**src/design/fpn3_pkg.sv**
```systemverilog
package fpn3_pkg;

   localparam int FRAC_BITS = 16;
   localparam int DIV_STEPS = 19;

   // seed offset steps per axis, nearest Q0.16 of 0.191, 0.137 and 0.121
   localparam logic [13:0] OFF_X = 14'd12517;
   localparam logic [13:0] OFF_Y = 14'd8978;
   localparam logic [13:0] OFF_Z = 14'd7930;

   localparam logic [40:0] AMP_ONE = 41'd65536;
   localparam logic [42:0] AMP_CAP = 43'h100_0000_0000;

   typedef logic [3:0]         oct_idx_type;
   typedef logic [40:0]        amp_type;
   typedef logic signed [19:0] val_type;

   typedef enum logic [1:0] {
      CSR_SEED    = 2'd0,
      CSR_OCTAVES = 2'd1,
      CSR_PERSIST = 2'd2,
      CSR_BASEFRQ = 2'd3
   } csr_idx_type;

   typedef enum logic [2:0] {
      ST_IDLE,
      ST_PREP,
      ST_ISSUE,
      ST_DRAIN,
      ST_DIVIDE,
      ST_WRITE
   } state_type;

   typedef struct packed {
      logic        load;
      logic        prep;
      logic        issue;
      oct_idx_type oct_idx;
      logic        div_init;
      logic        div_step;
      logic        out_load;
   } cmd_type;

   typedef struct packed {
      logic pipe_busy;
   } status_type;

   localparam logic [7:0] PERM [256] = '{
      8'd151, 8'd160, 8'd137, 8'd91, 8'd90, 8'd15, 8'd131, 8'd13,
      8'd201, 8'd95, 8'd96, 8'd53, 8'd194, 8'd233, 8'd7, 8'd225,
      8'd140, 8'd36, 8'd103, 8'd30, 8'd69, 8'd142, 8'd8, 8'd99,
      8'd37, 8'd240, 8'd21, 8'd10, 8'd23, 8'd190, 8'd6, 8'd148,
      8'd247, 8'd120, 8'd234, 8'd75, 8'd0, 8'd26, 8'd197, 8'd62,
      8'd94, 8'd252, 8'd219, 8'd203, 8'd117, 8'd35, 8'd11, 8'd32,
      8'd57, 8'd177, 8'd33, 8'd88, 8'd237, 8'd149, 8'd56, 8'd87,
      8'd174, 8'd20, 8'd125, 8'd136, 8'd171, 8'd168, 8'd68, 8'd175,
      8'd74, 8'd165, 8'd71, 8'd134, 8'd139, 8'd48, 8'd27, 8'd166,
      8'd77, 8'd146, 8'd158, 8'd231, 8'd83, 8'd111, 8'd229, 8'd122,
      8'd60, 8'd211, 8'd133, 8'd230, 8'd220, 8'd105, 8'd92, 8'd41,
      8'd55, 8'd46, 8'd245, 8'd40, 8'd244, 8'd102, 8'd143, 8'd54,
      8'd65, 8'd25, 8'd63, 8'd161, 8'd1, 8'd216, 8'd80, 8'd73,
      8'd209, 8'd76, 8'd132, 8'd187, 8'd208, 8'd89, 8'd18, 8'd169,
      8'd200, 8'd196, 8'd135, 8'd130, 8'd116, 8'd188, 8'd159, 8'd86,
      8'd164, 8'd100, 8'd109, 8'd198, 8'd173, 8'd186, 8'd3, 8'd64,
      8'd52, 8'd217, 8'd226, 8'd250, 8'd124, 8'd123, 8'd5, 8'd202,
      8'd38, 8'd147, 8'd118, 8'd126, 8'd255, 8'd82, 8'd85, 8'd212,
      8'd207, 8'd206, 8'd59, 8'd227, 8'd47, 8'd16, 8'd58, 8'd17,
      8'd182, 8'd189, 8'd28, 8'd42, 8'd223, 8'd183, 8'd170, 8'd213,
      8'd119, 8'd248, 8'd152, 8'd2, 8'd44, 8'd154, 8'd163, 8'd70,
      8'd221, 8'd153, 8'd101, 8'd155, 8'd167, 8'd43, 8'd172, 8'd9,
      8'd129, 8'd22, 8'd39, 8'd253, 8'd19, 8'd98, 8'd108, 8'd110,
      8'd79, 8'd113, 8'd224, 8'd232, 8'd178, 8'd185, 8'd112, 8'd104,
      8'd218, 8'd246, 8'd97, 8'd228, 8'd251, 8'd34, 8'd242, 8'd193,
      8'd238, 8'd210, 8'd144, 8'd12, 8'd191, 8'd179, 8'd162, 8'd241,
      8'd81, 8'd51, 8'd145, 8'd235, 8'd249, 8'd14, 8'd239, 8'd107,
      8'd49, 8'd192, 8'd214, 8'd31, 8'd181, 8'd199, 8'd106, 8'd157,
      8'd184, 8'd84, 8'd204, 8'd176, 8'd115, 8'd121, 8'd50, 8'd45,
      8'd127, 8'd4, 8'd150, 8'd254, 8'd138, 8'd236, 8'd205, 8'd93,
      8'd222, 8'd114, 8'd67, 8'd29, 8'd24, 8'd72, 8'd243, 8'd141,
      8'd128, 8'd195, 8'd78, 8'd66, 8'd215, 8'd61, 8'd156, 8'd180
   };

endpackage

```
**src/design/fpn3_ctrl.sv**
```systemverilog
module fpn3_ctrl
   import fpn3_pkg::*;
#(
   parameter int MAX_OCTAVES = 8
) (
   input  logic       clock,
   input  logic       reset,
   input  logic       req_tvalid,
   output logic       req_tready,
   output logic       rsp_tvalid,
   input  logic       rsp_tready,
   input  logic [3:0] octave_count,
   output cmd_type    cmd,
   input  status_type status
);

   state_type   state_ff, state_in;
   oct_idx_type oct_cnt_ff, oct_cnt_in;
   logic [4:0]  div_cnt_ff, div_cnt_in;
   logic        out_valid_ff, out_valid_in;
   oct_idx_type n_eff;

   always_ff @(posedge clock) begin
      if (reset) begin
         state_ff     <= ST_IDLE;
         oct_cnt_ff   <= '0;
         div_cnt_ff   <= '0;
         out_valid_ff <= 1'b0;
      end else begin
         state_ff     <= state_in;
         oct_cnt_ff   <= oct_cnt_in;
         div_cnt_ff   <= div_cnt_in;
         out_valid_ff <= out_valid_in;
      end
   end

   always_comb begin
      if (octave_count == '0) begin
         n_eff = 4'd1;
      end else if (5'(octave_count) > 5'(MAX_OCTAVES)) begin
         n_eff = 4'(MAX_OCTAVES);
      end else begin
         n_eff = octave_count;
      end
   end

   always_comb begin
      state_in   = state_ff;
      oct_cnt_in = oct_cnt_ff;
      div_cnt_in = div_cnt_ff;
      cmd        = '0;
      cmd.oct_idx = oct_cnt_ff;
      req_tready = 1'b0;
      case (state_ff)
         ST_IDLE: begin
            // no transfer while reset is held
            req_tready = ~reset;
            if (req_tvalid && !reset) begin
               cmd.load = 1'b1;
               state_in = ST_PREP;
            end
         end
         ST_PREP: begin
            cmd.prep   = 1'b1;
            oct_cnt_in = '0;
            state_in   = ST_ISSUE;
         end
         ST_ISSUE: begin
            cmd.issue = 1'b1;
            if (oct_cnt_ff == 4'(n_eff - 4'd1)) begin
               oct_cnt_in = '0;
               state_in   = ST_DRAIN;
            end else begin
               oct_cnt_in = 4'(oct_cnt_ff + 4'd1);
            end
         end
         ST_DRAIN: begin
            if (!status.pipe_busy) begin
               cmd.div_init = 1'b1;
               div_cnt_in   = '0;
               state_in     = ST_DIVIDE;
            end
         end
         ST_DIVIDE: begin
            cmd.div_step = 1'b1;
            if (div_cnt_ff == 5'(DIV_STEPS - 1)) begin
               state_in = ST_WRITE;
            end else begin
               div_cnt_in = 5'(div_cnt_ff + 5'd1);
            end
         end
         ST_WRITE: begin
            if (!out_valid_ff || rsp_tready) begin
               cmd.out_load = 1'b1;
               state_in     = ST_IDLE;
            end
         end
         default: begin
            state_in = ST_IDLE;
         end
      endcase
   end

   assign out_valid_in = cmd.out_load | (out_valid_ff & ~rsp_tready);
   assign rsp_tvalid   = out_valid_ff;

endmodule

```
**config.mk**
```make
export PLATFORM = sky130hd
export DESIGN_NAME = fpn3_ctrl
export DESIGN_NICKNAME = d
export VERILOG_FILES = /design/src/design/fpn3_pkg.sv /design/src/design/fpn3_ctrl.sv
export SDC_FILE = /design/constraint.sdc
export NUM_CORES = 1
export LEC_CHECK = 0
export ABC_CLOCK_PERIOD_IN_PS = 3400
export BUFFER_PORTS_ARGS = -buffer_cell sky130_fd_sc_hd__buf_2
export CORE_MARGIN = 4
export CORE_UTILIZATION = 40
export DETAILED_ROUTE_END_ITERATION = 8
export PLACE_DENSITY = 0.67
export SYNTH_ARGS = -nofsm -noshare
export SYNTH_HDL_FRONTEND = slang
export SYNTH_SLANG_ARGS = --single-unit
```
**constraint.sdc**
```tcl
create_clock -name clock -period 3.4 [get_ports clock]
set_input_delay 0.68 -clock clock [delete_from_list [all_inputs] [get_ports clock]]
set_output_delay 0.68 -clock clock [all_outputs]
set_load 0.05 [all_outputs]
```
==> impl_metrics.tcl <==
set metrics [dict create \
    power_uw 575 \
    grt_pass1_wl_um 2950 \
    cts_num_sinks 13 \
    post_cts_buffers 0 \
    worstPathArrival_ns 1.57 \
    synthesis.nets 109 \
    clock.fmax_mhz 445 \
    combPwrFrac_pct 45.2 \
    grtUsageTotal_pct 14.2 \
    ys_warn_count 0 \
    skew_ns 0.00714 \
    diodes 0 \
    avgViaCountPerCell 5.12 \
    drv_cap 0 \
    drt_iter0_drc 7 \
    slew_headroom_pct 69.2 \
    rr_endpoint "div_cnt_ff[4]" \
    syn_area_sq_um 821 \
    dieArea_sq_um 2840 \
    core-area_sq_um 1960 \
    final.period_utilization_pct 66.1 \
    wl_um 1740 \
    drive_gt1_share_pct 25.9 \
    drt_pass1_iterations 4 \
    grt_max_degree 15 \
    leakage_nw 0.425 \
    start_kind "register" \
    synth-seq-cells 13 \
    min_from "oct_cnt_ff[3]" \
    cp_max_fo 10 \
    antenna_left 0 \
    critical_path.endpoint_type "output pin" \
    remaining_drc_errors 0 \
    post_cts_resized 0 \
    final_common_cell "buf_2" \
    intPower_uw 303 \
    reg2reg_depth 5 \
    slew_violations 0 \
    clock_power_share_pct 17.1 \
    max_stage_delay_ns 0.53 \
    clkTransAtPathRegs_ns 0.08 \
    wire_per_inst_um 12.2 \
    fin_setup_tns_ns 0 \
    crit_required_ns 2.72 \
    h-tree-depth 1 \
    insertion_delay_ns 0.28 \
    hold_class "reg -> reg" \
    antenna_found_initial 0 \
    ff2ff_setup_slack_ns 1.69 \
    cts_tree "built" \
    worst_path_max_delay_cell "dfxtp_1" \
    dr_total_vias 732 \
    cp_cell_sequence "or3b_4, inv_1, buf_2" \
    p_sw_uw 272 \
    syn_inst 96 \
    cts-root-buf "clkbuf_4" \
    synth_area_leaders "dfxtp_1 32%, ha_1 6.1%, nor2_1 5.9%, xnor2_1 3.2%, xor2_1 3.2%" \
    synth-seq-area-share_pct 31.7 \
    grt_setup_unrepaired "false" \
    grt_pass1_vias 717 \
    finalSetupViolations 0 \
    worst-setup-path-type "reg -> out" \
    synth_area_per_cell_sq_um 8.55 \
    hpwl_um 1330 \
    grt.overflow.total 0 \
    switching_share_pct 47.2 \
    reg2reg_from "state_ff[2]" \
    ys_types 40 \
    seqPwrFrac_pct 37.8 \
    fin_crit_ns 2.25 \
    synth_top_cell_by_area "dfxtp_1" \
    start_util_pct 41.8 \
    clk_path_buf_depth 2 \
    finalHoldViolCount 0 \
    dieHeight_um 53.3 \
    syn2layout_area_growth_pct 17.7 \
    place.gp.congestion 0.767 \
    power_density_nw_per_um2 595 \
    final_cell_mix "20 x buf_2, 13 x nor2_1, 13 x dfxtp_1, 6 x nand2_1, 5 x inv_1" \
    holdPathEnd "oct_cnt_ff[3]" \
    ir_drop_mv 0.330 \
    final_nets 130 \
    worst_pin_slew_ns 0.462 \
    synth.top_cell.area_share_pct 31.7 \
    rows 16 \
    cts_buffers 3 \
    hold_buffers 0 \
    status "finished, final reports clean" \
    die_w_um 53.3 \
    ios 21 \
    place.port_buffers 20 \
    hold_path_depth 2 \
]
## worst max path at each step
stage / start / cells after the start / to / slack [ns]
6_report: state_ff[2] / 3 / cmd[1] / 1.15
3_5_place_dp: octave_count[1] / 9 / state_ff[1] / 0.86
2_1_floorplan: reset / 3 / cmd[9] / 0.39
4_1_cts: state_ff[2] / 3 / cmd[1] / 1.14
5_1_grt: state_ff[0] / 3 / cmd[2] / 1.03
3_3_place_gp: octave_count[1] / 9 / state_ff[1] / 0.93
## routing by layer
layer / vias to the layer above / GRT usage [%] / share of wire (%)
met5: - / 0 / 0
met4: 0 / 5.96 / 1.2
met3: 4 / 5.07 / 5.3
met2: 12 / 26.3 / 53
met1: 333 / 14.0 / 41
li1: 383 / - / -
## stage by stage
stage / cell area [sq um] / util [%] / hold WS (ns) / cells / setup WS (ns)
floorplan: 827 / - / 0.472 / 96 / 0.391
global placement: 940 / 47.9 / 0.487 / 139 / 0.927
detailed placement: 940 / 47.9 / 0.484 / 139 / 0.858
CTS: 966 / 49.2 / 0.498 / 143 / 1.14
global route: 966 / 49.2 / 0.515 / 143 / 1.03
finish: 966 / 49.2 / 0.499 / 143 / 1.15
## logic make-up (layout without fill, tap and decap cells)
family                   count (synthesis)  after routing  share of synthesized area (%)
AND/OR/NAND/NOR                         42             42                           28.5
AO/OA/AOI/OAI                           20             20                           19.2
flip-flops                              13             13                           31.7
buffers and inverters                    9             29                           4.88
XOR/XNOR                                 7              7                           8.39
adder cells (fa/ha/maj)                  4              4                           6.10
multiplexers                             1              1                           1.22
## synth_stat cells (all sizes together)
cell type,n
nor4,1
and3,1
ha,4
xor2,3
a32oi,1
o21ai,3
a211oi,1
nor3b,3
buf,3
o41ai,1
a32o,2
a31oi,1
nand2,6
xnor2,4
or2b,1
a21oi,3
and4bb,1
or3,1
a22oi,1
dfxtp,13
nand4bb,1
inv,5
o31a,1
o22ai,2
nand4,2
nand2b,4
and2,1
nand3,2
nor2b,4
clkbuf,1
o211ai,1
or3b,1
o41a,1
nor2,13
o21bai,1
a21bo,1
mux2i,1
## power groups by stage
stage	combinational, mW	clock [mW]	sequential (mW)
2_1_floorplan	0.230	0	0.204
3_3_place_gp	0.257	0	0.219
3_5_place_dp	0.262	0	0.220
4_1_cts	0.262	0.102	0.217
5_1_grt	0.282	0.109	0.225
6_report	0.260	0.0982	0.217
## layout make-up
| class | count | area (sq um) |
|---|---|---|
| Fill cell | 225 | 996 |
| Multi-Input combinational cell | 74 | 527 |
| Sequential cell | 13 | 260 |
| Timing Repair Buffer | 20 | 100 |
| Tap cell | 27 | 33.8 |
| Clock buffer | 4 | 26.3 |
| Inverter | 5 | 18.8 |
## flip-flops by register name (all words and copies together), names as in the netlist
register and cells:
rsp_tvalid 1, div_cnt_ff 5, state_ff 3, oct_cnt_ff 4
## worst max-delay path: cells and delay by family (launching register included)
kind          cells  cell delay (ns)
buf+inv           2             0.31
flops             1             0.53
simple gates      1             0.45
Power figures use the tool's default switching activity.
